<file path="config.mk">
export PLATFORM = sky130hd
export DESIGN_NAME = multi_port_rx_ring_buffer_unit
export DESIGN_NICKNAME = d
export VERILOG_FILES = /design/src/rtl/core/mprb_pkg.sv /design/src/rtl/core/multi_port_rx_ring_buffer_unit.sv /design/src/rtl/core/mprb_ram.sv /design/src/rtl/core/mprb_front.sv /design/src/rtl/core/mprb_queue.sv /design/src/rtl/core/mprb_back.sv
export SDC_FILE = /design/constraint.sdc
export NUM_CORES = 2
export LEC_CHECK = 0
export BUFFER_PORTS_ARGS = -buffer_cell sky130_fd_sc_hd__buf_2
export CAP_MARGIN = 40
export CELL_PAD_IN_SITES_DETAIL_PLACEMENT = 1
export CELL_PAD_IN_SITES_GLOBAL_PLACEMENT = 1
export CORE_ASPECT_RATIO = 1.1
export CORE_MARGIN = 5
export CORE_UTILIZATION = 50
export DETAILED_ROUTE_END_ITERATION = 6
export PLACE_DENSITY = 0.8
export RECOVER_POWER = 50
export SKIP_LAST_GASP = 1
export SYNTH_ARGS = -nofsm -noshare
export SYNTH_HDL_FRONTEND = slang
export SYNTH_SLANG_ARGS = --single-unit
</file>
<file path="constraint.sdc">
create_clock -name clk -period 4.9 [get_ports clk]
set_input_delay 0.49 -clock clk [delete_from_list [all_inputs] [get_ports clk]]
set_output_delay 0.49 -clock clk [all_outputs]
set_load 0.1 [all_outputs]
</file>
<file path="src/rtl/core/mprb_pkg.sv">
// shared types and codes for the multi-port receive ring buffer
// used by every module in rtl/core except mprb_ram; depends on nothing else
package mprb_pkg;

    localparam int unsigned BYTE_W       = 8;
    localparam int unsigned PORT_FIELD_W = 2;
    localparam int unsigned QUEUE_DEPTH  = 2;

    // request operation codes
    typedef enum logic [1:0] {
        MODE_PUSH  = 2'd0,
        MODE_POP   = 2'd1,
        MODE_FLUSH = 2'd2
    } mode_t;

    // request payload
    typedef struct packed {
        logic [1:0]              mode;
        logic [PORT_FIELD_W-1:0] port;
        logic [BYTE_W-1:0]       rx_byte;
    } in_item_t;

    // response payload
    typedef struct packed {
        logic              pop_valid;
        logic [BYTE_W-1:0] pop_byte;
        logic              push_dropped;
    } out_item_t;

    // classified operation handed from front to back
    typedef struct packed {
        logic mem_wr;
        logic mem_rd;
        logic pop_valid;
        logic push_dropped;
    } op_flags_t;

endpackage

</file>
<file path="src/rtl/core/multi_port_rx_ring_buffer_unit.sv">
// multi-port receive ring buffer: one byte ram split into a ring per port
// a request passes through the queue, then the ram access with its pending stage, then the response register
// throughput: one request per cycle while the queue has room, set by the single ram access slot in the back end
// reset clears all pointers, fill counts and handshake state, halt-when-full set to 1
// ram contents are not cleared; uses mprb_pkg, mprb_front, mprb_queue, mprb_back
module multi_port_rx_ring_buffer_unit #(
    parameter int unsigned RING_DEPTH = 64,
    parameter int unsigned PORT_COUNT = 4
) (
    input  logic                clk,
    input  logic                rst_n,
    input  logic                cfg_valid,
    output logic                cfg_ready,
    input  logic                cfg_data,
    input  logic                req_valid,
    output logic                req_ready,
    input  mprb_pkg::in_item_t  req_item,
    output logic                rsp_valid,
    input  logic                rsp_ready,
    output mprb_pkg::out_item_t rsp_item
);

    localparam int unsigned ADDR_W = $clog2(PORT_COUNT * RING_DEPTH);

    logic                        q_push;
    logic                        q_pop;
    logic                        q_full;
    logic                        q_empty;
    mprb_pkg::op_flags_t         q_flags;
    logic [ADDR_W-1:0]           q_addr;
    logic [mprb_pkg::BYTE_W-1:0] q_byte;
    mprb_pkg::op_flags_t         head_flags;
    logic [ADDR_W-1:0]           head_addr;
    logic [mprb_pkg::BYTE_W-1:0] head_byte;

    // request intake and ring bookkeeping
    mprb_front #(
        .RING_DEPTH (RING_DEPTH),
        .PORT_COUNT (PORT_COUNT)
    ) u_front (
        .clk       (clk),
        .rst_n     (rst_n),
        .cfg_valid (cfg_valid),
        .cfg_ready (cfg_ready),
        .cfg_data  (cfg_data),
        .req_valid (req_valid),
        .req_ready (req_ready),
        .req_item  (req_item),
        .q_full    (q_full),
        .q_push    (q_push),
        .q_flags   (q_flags),
        .q_addr    (q_addr),
        .q_byte    (q_byte)
    );

    // decoupling queue
    mprb_queue #(
        .ADDR_W (ADDR_W)
    ) u_queue (
        .clk        (clk),
        .rst_n      (rst_n),
        .push       (q_push),
        .push_flags (q_flags),
        .push_addr  (q_addr),
        .push_byte  (q_byte),
        .full       (q_full),
        .pop        (q_pop),
        .empty      (q_empty),
        .head_flags (head_flags),
        .head_addr  (head_addr),
        .head_byte  (head_byte)
    );

    // ram access and response
    mprb_back #(
        .RING_DEPTH (RING_DEPTH),
        .PORT_COUNT (PORT_COUNT)
    ) u_back (
        .clk        (clk),
        .rst_n      (rst_n),
        .q_empty    (q_empty),
        .q_pop      (q_pop),
        .head_flags (head_flags),
        .head_addr  (head_addr),
        .head_byte  (head_byte),
        .rsp_valid  (rsp_valid),
        .rsp_ready  (rsp_ready),
        .rsp_item   (rsp_item)
    );

    // a response with no byte carries a zero byte
    a_no_byte_zero: assert property (@(posedge clk) disable iff (!rst_n)
        rsp_valid && !rsp_item.pop_valid |-> rsp_item.pop_byte == '0)
        else $error("pop_byte non-zero without pop_valid");

    // a pop result and a dropped push never come together
    a_excl_flags: assert property (@(posedge clk) disable iff (!rst_n)
        rsp_valid |-> !(rsp_item.pop_valid && rsp_item.push_dropped))
        else $error("pop_valid and push_dropped both set");

    // the front never pushes into a full queue
    a_no_overflow: assert property (@(posedge clk) disable iff (!rst_n)
        q_push |-> !q_full)
        else $error("queue overflow");

    // a taken request is waiting in the queue on the next cycle
    a_req_queued: assert property (@(posedge clk) disable iff (!rst_n)
        req_valid && req_ready |=> !q_empty)
        else $error("accepted request not queued");

endmodule

</file>
<file path="src/rtl/core/mprb_ram.sv">
// generic single-write, single-read ram with registered read data
// no dependencies
module mprb_ram #(
    parameter int unsigned WIDTH = 8,
    parameter int unsigned DEPTH = 256,
    localparam int unsigned AW   = (DEPTH > 1) ? $clog2(DEPTH) : 1
) (
    input  logic             clk,
    input  logic             we,
    input  logic [AW-1:0]    waddr,
    input  logic [WIDTH-1:0] wdata,
    input  logic             re,
    input  logic [AW-1:0]    raddr,
    output logic [WIDTH-1:0] rdata
);

    logic [WIDTH-1:0] mem_reg [DEPTH];
    logic [WIDTH-1:0] rdata_reg;

    // write port
    always_ff @(posedge clk)
    begin
        if (we)
        begin
            mem_reg[waddr] <= wdata;
        end
    end

    // read port, data held until the next read
    always_ff @(posedge clk)
    begin
        if (re)
        begin
            rdata_reg <= mem_reg[raddr];
        end
    end

    assign rdata = rdata_reg;

endmodule

</file>
<file path="src/rtl/core/mprb_front.sv">
// front end: takes requests, keeps per-port pointers and fill counts, classifies ops
// uses mprb_pkg types and codes
module mprb_front #(
    parameter int unsigned RING_DEPTH = 64,
    parameter int unsigned PORT_COUNT = 4,
    localparam int unsigned ADDR_W    = $clog2(PORT_COUNT * RING_DEPTH)
) (
    input  logic                              clk,
    input  logic                              rst_n,
    input  logic                              cfg_valid,
    output logic                              cfg_ready,
    input  logic                              cfg_data,
    input  logic                              req_valid,
    output logic                              req_ready,
    input  mprb_pkg::in_item_t                req_item,
    input  logic                              q_full,
    output logic                              q_push,
    output mprb_pkg::op_flags_t               q_flags,
    output logic [ADDR_W-1:0]                 q_addr,
    output logic [mprb_pkg::BYTE_W-1:0]       q_byte
);

    localparam int unsigned IDX_W  = $clog2(RING_DEPTH);
    localparam int unsigned CNT_W  = $clog2(RING_DEPTH + 1);
    localparam int unsigned PORT_W = (PORT_COUNT > 1) ? $clog2(PORT_COUNT) : 1;
    localparam int unsigned SLOTS  = 1 << PORT_W;

    logic                 halt_reg;
    logic [IDX_W-1:0]     wr_idx_reg  [SLOTS];
    logic [IDX_W-1:0]     wr_idx_next [SLOTS];
    logic [IDX_W-1:0]     rd_idx_reg  [SLOTS];
    logic [IDX_W-1:0]     rd_idx_next [SLOTS];
    logic [CNT_W-1:0]     fill_reg    [SLOTS];
    logic [CNT_W-1:0]     fill_next   [SLOTS];

    logic                 accept;
    logic                 in_range;
    logic [PORT_W-1:0]    sel;
    logic [IDX_W-1:0]     cur_w;
    logic [IDX_W-1:0]     cur_r;
    logic [CNT_W-1:0]     cur_f;
    logic [IDX_W-1:0]     w_inc;
    logic [IDX_W-1:0]     r_inc;
    logic                 ring_full;
    logic                 avail;
    logic [ADDR_W-1:0]    base;

    // handshakes
    assign cfg_ready = 1'b1;
    assign req_ready = !q_full;
    assign accept    = req_valid && req_ready;

    // port selection and current ring state
    assign sel      = PORT_W'({1'b0, req_item.port});
    assign in_range = 4'(req_item.port) < 4'(PORT_COUNT);
    assign cur_w    = wr_idx_reg[sel];
    assign cur_r    = rd_idx_reg[sel];
    assign cur_f    = fill_reg[sel];

    // pointer increments with wrap
    assign w_inc = (cur_w == IDX_W'(RING_DEPTH - 1)) ? '0 : cur_w + IDX_W'(1);
    assign r_inc = (cur_r == IDX_W'(RING_DEPTH - 1)) ? '0 : cur_r + IDX_W'(1);

    // availability depends on the overflow policy
    assign ring_full = (cur_f == CNT_W'(RING_DEPTH));
    assign avail     = halt_reg ? (cur_f != '0) : (cur_r != cur_w);

    // memory address of the selected ring slot
    assign base   = ADDR_W'(sel) * ADDR_W'(RING_DEPTH);
    assign q_addr = base + ADDR_W'(q_flags.mem_wr ? cur_w : cur_r);
    assign q_byte = req_item.rx_byte;
    assign q_push = accept;

    // classify the request and update pointers
    always_comb
    begin
        for (int i = 0; i < SLOTS; i++)
        begin
            wr_idx_next[i] = wr_idx_reg[i];
            rd_idx_next[i] = rd_idx_reg[i];
            fill_next[i]   = fill_reg[i];
        end
        q_flags = '0;
        if (accept && in_range)
        begin
            case (req_item.mode)
                mprb_pkg::MODE_PUSH:
                begin
                    if (halt_reg && ring_full)
                    begin
                        q_flags.push_dropped = 1'b1;
                    end
                    else
                    begin
                        q_flags.mem_wr   = 1'b1;
                        wr_idx_next[sel] = w_inc;
                        if (halt_reg)
                        begin
                            fill_next[sel] = cur_f + CNT_W'(1);
                        end
                    end
                end
                mprb_pkg::MODE_POP:
                begin
                    if (avail)
                    begin
                        q_flags.mem_rd    = 1'b1;
                        q_flags.pop_valid = 1'b1;
                        rd_idx_next[sel]  = r_inc;
                        if (halt_reg)
                        begin
                            fill_next[sel] = cur_f - CNT_W'(1);
                        end
                    end
                end
                mprb_pkg::MODE_FLUSH:
                begin
                    wr_idx_next[sel] = '0;
                    rd_idx_next[sel] = '0;
                    fill_next[sel]   = '0;
                end
                default:
                begin
                end
            endcase
        end
    end

    // ring state registers
    always_ff @(posedge clk or negedge rst_n)
    begin
        if (!rst_n)
        begin
            for (int i = 0; i < SLOTS; i++)
            begin
                wr_idx_reg[i] <= '0;
                rd_idx_reg[i] <= '0;
                fill_reg[i]   <= '0;
            end
        end
        else
        begin
            for (int i = 0; i < SLOTS; i++)
            begin
                wr_idx_reg[i] <= wr_idx_next[i];
                rd_idx_reg[i] <= rd_idx_next[i];
                fill_reg[i]   <= fill_next[i];
            end
        end
    end

    // overflow policy register
    always_ff @(posedge clk or negedge rst_n)
    begin
        if (!rst_n)
        begin
            halt_reg <= 1'b1;
        end
        else if (cfg_valid && cfg_ready)
        begin
            halt_reg <= cfg_data;
        end
    end

endmodule

</file>
<file path="src/rtl/core/mprb_queue.sv">
// two-entry queue of classified operations between front and back
// uses mprb_pkg for the flag struct and queue depth
module mprb_queue #(
    parameter int unsigned ADDR_W = 8
) (
    input  logic                        clk,
    input  logic                        rst_n,
    input  logic                        push,
    input  mprb_pkg::op_flags_t         push_flags,
    input  logic [ADDR_W-1:0]           push_addr,
    input  logic [mprb_pkg::BYTE_W-1:0] push_byte,
    output logic                        full,
    input  logic                        pop,
    output logic                        empty,
    output mprb_pkg::op_flags_t         head_flags,
    output logic [ADDR_W-1:0]           head_addr,
    output logic [mprb_pkg::BYTE_W-1:0] head_byte
);

    mprb_pkg::op_flags_t         flags_reg [mprb_pkg::QUEUE_DEPTH];
    logic [ADDR_W-1:0]           addr_reg  [mprb_pkg::QUEUE_DEPTH];
    logic [mprb_pkg::BYTE_W-1:0] byte_reg  [mprb_pkg::QUEUE_DEPTH];
    logic                        wr_ptr_reg;
    logic                        wr_ptr_next;
    logic                        rd_ptr_reg;
    logic                        rd_ptr_next;
    logic [1:0]                  cnt_reg;
    logic [1:0]                  cnt_next;

    assign full  = (cnt_reg == 2'(mprb_pkg::QUEUE_DEPTH));
    assign empty = (cnt_reg == 2'd0);

    assign head_flags = flags_reg[rd_ptr_reg];
    assign head_addr  = addr_reg[rd_ptr_reg];
    assign head_byte  = byte_reg[rd_ptr_reg];

    // pointer and occupancy update
    always_comb
    begin
        wr_ptr_next = push ? !wr_ptr_reg : wr_ptr_reg;
        rd_ptr_next = pop ? !rd_ptr_reg : rd_ptr_reg;
        cnt_next    = cnt_reg;
        if (push && !pop)
        begin
            cnt_next = cnt_reg + 2'd1;
        end
        else if (pop && !push)
        begin
            cnt_next = cnt_reg - 2'd1;
        end
    end

    // control registers
    always_ff @(posedge clk or negedge rst_n)
    begin
        if (!rst_n)
        begin
            wr_ptr_reg <= 1'b0;
            rd_ptr_reg <= 1'b0;
            cnt_reg    <= 2'd0;
        end
        else
        begin
            wr_ptr_reg <= wr_ptr_next;
            rd_ptr_reg <= rd_ptr_next;
            cnt_reg    <= cnt_next;
        end
    end

    // entry storage
    always_ff @(posedge clk)
    begin
        if (push)
        begin
            flags_reg[wr_ptr_reg] <= push_flags;
            addr_reg[wr_ptr_reg]  <= push_addr;
            byte_reg[wr_ptr_reg]  <= push_byte;
        end
    end

endmodule

</file>
<file path="src/rtl/core/mprb_back.sv">
// back end: executes queued ops on the byte ram and holds the response register
// uses mprb_pkg types and mprb_ram
module mprb_back #(
    parameter int unsigned RING_DEPTH = 64,
    parameter int unsigned PORT_COUNT = 4,
    localparam int unsigned ADDR_W    = $clog2(PORT_COUNT * RING_DEPTH)
) (
    input  logic                        clk,
    input  logic                        rst_n,
    input  logic                        q_empty,
    output logic                        q_pop,
    input  mprb_pkg::op_flags_t         head_flags,
    input  logic [ADDR_W-1:0]           head_addr,
    input  logic [mprb_pkg::BYTE_W-1:0] head_byte,
    output logic                        rsp_valid,
    input  logic                        rsp_ready,
    output mprb_pkg::out_item_t         rsp_item
);

    logic                        p_valid_reg;
    logic                        p_valid_next;
    mprb_pkg::op_flags_t         p_flags_reg;
    mprb_pkg::op_flags_t         p_flags_next;
    logic                        rsp_valid_reg;
    logic                        rsp_valid_next;
    mprb_pkg::out_item_t         rsp_item_reg;
    mprb_pkg::out_item_t         rsp_item_next;

    logic                        out_free;
    logic                        load_out;
    logic                        issue;
    logic [mprb_pkg::BYTE_W-1:0] rdata;

    // issue one op when the pending stage can move on
    assign out_free = !rsp_valid_reg || rsp_ready;
    assign load_out = p_valid_reg && out_free;
    assign issue    = !q_empty && (!p_valid_reg || out_free);
    assign q_pop    = issue;

    // byte store
    mprb_ram #(
        .WIDTH (mprb_pkg::BYTE_W),
        .DEPTH (PORT_COUNT * RING_DEPTH)
    ) u_ram (
        .clk   (clk),
        .we    (issue && head_flags.mem_wr),
        .waddr (head_addr),
        .wdata (head_byte),
        .re    (issue && head_flags.mem_rd),
        .raddr (head_addr),
        .rdata (rdata)
    );

    // pending stage and response register next values
    always_comb
    begin
        p_valid_next   = p_valid_reg;
        p_flags_next   = p_flags_reg;
        rsp_valid_next = rsp_valid_reg;
        rsp_item_next  = rsp_item_reg;
        if (issue)
        begin
            p_valid_next = 1'b1;
            p_flags_next = head_flags;
        end
        else if (load_out)
        begin
            p_valid_next = 1'b0;
        end
        if (load_out)
        begin
            rsp_valid_next              = 1'b1;
            rsp_item_next.pop_valid     = p_flags_reg.pop_valid;
            rsp_item_next.pop_byte      = p_flags_reg.mem_rd ? rdata : '0;
            rsp_item_next.push_dropped  = p_flags_reg.push_dropped;
        end
        else if (rsp_ready)
        begin
            rsp_valid_next = 1'b0;
        end
    end

    // control registers
    always_ff @(posedge clk or negedge rst_n)
    begin
        if (!rst_n)
        begin
            p_valid_reg   <= 1'b0;
            rsp_valid_reg <= 1'b0;
        end
        else
        begin
            p_valid_reg   <= p_valid_next;
            rsp_valid_reg <= rsp_valid_next;
        end
    end

    // payload registers
    always_ff @(posedge clk)
    begin
        p_flags_reg  <= p_flags_next;
        rsp_item_reg <= rsp_item_next;
    end

    assign rsp_valid = rsp_valid_reg;
    assign rsp_item  = rsp_item_reg;

endmodule

</file>
==> results_dict.tcl <==
set metrics [dict create \
    layout.nets 5276 \
    cp_max_fo 49 \
    finalSetupViolCount 0 \
    clockBufferDepth 3 \
    hold_viol_final 0 \
    fin_setup_tns_ns 0 \
    fin_area_um2 98800 \
    avgSynthCellArea_um2 17.7 \
    tightestPinTransition_ns 3.19 \
    skew_ns 0.0558 \
    critPathLaunchType "register" \
    drive_gt1_frac 0.212 \
    yosys_warnings 0 \
    grt_pass1_wl_um 406000 \
    die-area_um2 182000 \
    clock-sinks 2189 \
    wl_per_cell_um 37.1 \
    arrival_ns 5.32 \
    min_period_over_period 0.966 \
    dr_total_vias 53000 \
    grt_pass1_vias 54400 \
    worstPathRequired_ns 5.49 \
    ant_nets 0 \
    cellPowerDensity_nw_per_um2 602 \
    ir_drop_mv 0.465 \
    die_y_um 447 \
    maxCapViolations 13 \
    synth-seq-cells 2189 \
    placed_area_um2 92100 \
    clk_pin_slew_ns 0.07 \
    async_flop_share 0.0379 \
    viasPerCell 6.87 \
    max_freq_mhz 211 \
    ys_types 73 \
    die_width_um 407 \
    clk_latency_ns 0.89 \
    htreeDepth 4 \
    synthFlopType "edfxtp_1" \
    max-slew-margin-rel -1.12 \
    largest_reg_flops 2048 \
    gr-usage-all-layers 0.315 \
    rows 160 \
    place_congestion 1.00 \
    dp.final_hpwl_um 175000 \
    violations "DRC, capacitance limit, slew limit" \
    grt_overflow 0 \
    worstHoldPathType "input pin to register" \
    grt_antenna_before_repair 28 \
    slew_violations 1223 \
    nFillCells 15300 \
    root_buffer "clkbuf_16" \
    syn_nets 4923 \
    end_kind "register" \
    p_leak_nw 32.1 \
    path_class "register to register" \
    cts_tree "done" \
    rsz0062_at_grt "no" \
    drtIter0Drc 8514 \
    grt_max_degree 145 \
    ys_seq_area_frac 0.754 \
    syn-instance-count 4895 \
    status "finished, violations left" \
    core_um2 173000 \
    initial_utilization 0.502 \
    drcViolationCount 84 \
    syn_area_um2 86700 \
    cts_setup_buffers 0 \
    io_pins 31 \
    period_needed_ns 4.73 \
    io_buffer_count 29 \
    cts_buffers 204 \
    routed_wirelength_um 286000 \
    area_growth_pct 14.0 \
    synth-edff-count 2106 \
    drt-pass1-iter-count 7 \
]
[final cells by class]
| class | instances | area, um2 | area share |
|---|---|---|---|
| sequential | 2189 | 65300 | 0.661 |
| multi-input combinational | 2393 | 20200 | 0.204 |
| clock buffer | 244 | 5280 | 0.0534 |
| timing repair buffer | 444 | 3680 | 0.0372 |
| tap | 2268 | 2840 | 0.0287 |
| clock inverter | 130 | 1380 | 0.0139 |
| inverter | 16 | 60.1 | 0.000608 |
| antenna | 19 | 47.5 | 0.000481 |
[per-layer routing]
metal / track usage / vias up / share of wire / wire length [um]
li1: - / 20200 / - / -
met1: 0.380 / 27200 / 0.33 / 94800
met2: 0.483 / 4384 / 0.47 / 133000
met3: 0.108 / 1152 / 0.12 / 35300
met4: 0.209 / 18 / 0.079 / 22600
met5: 0.00513 / - / 0.00059 / 169
[kinds of logic (layout without fill, tap and decap cells)]
| kind of cell | count (synthesis) | after routing | share of synthesized area |
|---|---|---|---|
| compound gates | 484 | 484 | 0.0396 |
| flops | 2189 | 2189 | 0.754 |
| buf+inv | 313 | 834 | 0.0160 |
| fa+ha+maj | 10 | 10 | 0.00144 |
| xor+xnor | 26 | 26 | 0.00263 |
| simple gates | 1337 | 1337 | 0.0668 |
| other cells | 1 | 20 | 0.0000433 |
| mux | 535 | 535 | 0.120 |
[Yosys cell counts (23+ instances only)]
master / instances / area [um2]
buf_1: 43 / 161
mux2i_1: 105 / 1050
dfrtp_1: 82 / 2050
nand2_1: 607 / 2280
a21oi_1: 68 / 340
buf_2: 85 / 425
a32oi_1: 27 / 236
mux2_2: 27 / 304
nor3_1: 23 / 115
a31oi_1: 36 / 225
nor2_1: 327 / 1230
mux4_2: 399 / 8990
a22o_1: 25 / 219
a22oi_1: 78 / 586
clkbuf_1: 147 / 552
o21ai_0: 84 / 420
nand3_1: 216 / 1080
edfxtp_1: 2106 / 63200
nand4_1: 67 / 419
[power breakdown]
| group | internal, mW | switching [mW] |
|---|---|---|
| clock | 8.88 | 7.21 |
| combinational | 5.90 | 13.5 |
| sequential | 23.4 | 0.455 |
| total | 38.2 | 21.2 |
[path summary, 6_finish.rpt]
kind	start	to	slack, ns	depth (start not counted)
worst max-delay path	u_queue.rd_ptr_reg	u_back.u_ram.rdata[2]	0.17	7
worst min-delay path	req_item[0]	u_queue.byte_reg[1][0]	0.36	2
worst max register to register	u_queue.rd_ptr_reg	u_back.u_ram.rdata[2]	0.17	7
worst min register to register	u_back.p_flags_reg[0]	u_back.rsp_item[0]	0.45	0
max in group asynchronous	rst_n	u_front.rd_idx_reg[14]	1.52	3
min in group asynchronous	rst_n	u_front.fill_reg[5]	1.23	2
[timing repair]
| action | in CTS | in global routing |
|---|---|---|
| hold buffers | 12 | 0 |
| hold endpoints to repair | 72 | 0 |
| gates resized for setup | 0 | 0 |
[cells in the final DEF, fill, tap and decap left out, types with 22 or more instances in the layout]
cell type / instances
a21oi_1: 68
nor2_1: 320
nor3_1: 24
clkinv_2: 39
bufinv_16: 22
clkbuf_1: 72
dfrtp_1: 82
clkbuf_16: 205
o21ai_0: 84
a22o_1: 24
a31oi_1: 36
nand2_1: 607
mux2i_1: 101
mux4_2: 399
buf_12: 31
buf_4: 332
a32oi_1: 27
nand4_1: 67
a22oi_1: 78
clkinv_1: 44
nand3_1: 216
edfxtp_1: 2106
[worst max-delay path, stage by stage, from the launching register on]
cell      delay (ns)
dfrtp_1         0.62
mux2_8          0.71
buf_4           0.39
mux4_2          0.57
a22oi_1         0.93
o221ai_1        0.26
o31ai_1         0.79
nand4_1         0.16
[stage by stage]
step	total power [mW]	setup slack (ns)	cells	hold WS, ns	util
after global routing	60.8	0.152	7690	0.385	0.572
final	59.4	0.167	7703	0.359	0.572
after global placement	41.7	0.670	7257	0.429	0.532
after CTS	58.7	0.602	7665	0.0741	0.573
after floorplan	34.4	1.07	4895	0.194	-
after detailed placement	42.6	0.676	7279	0.428	0.534
(Power assumes the default switching activity.)
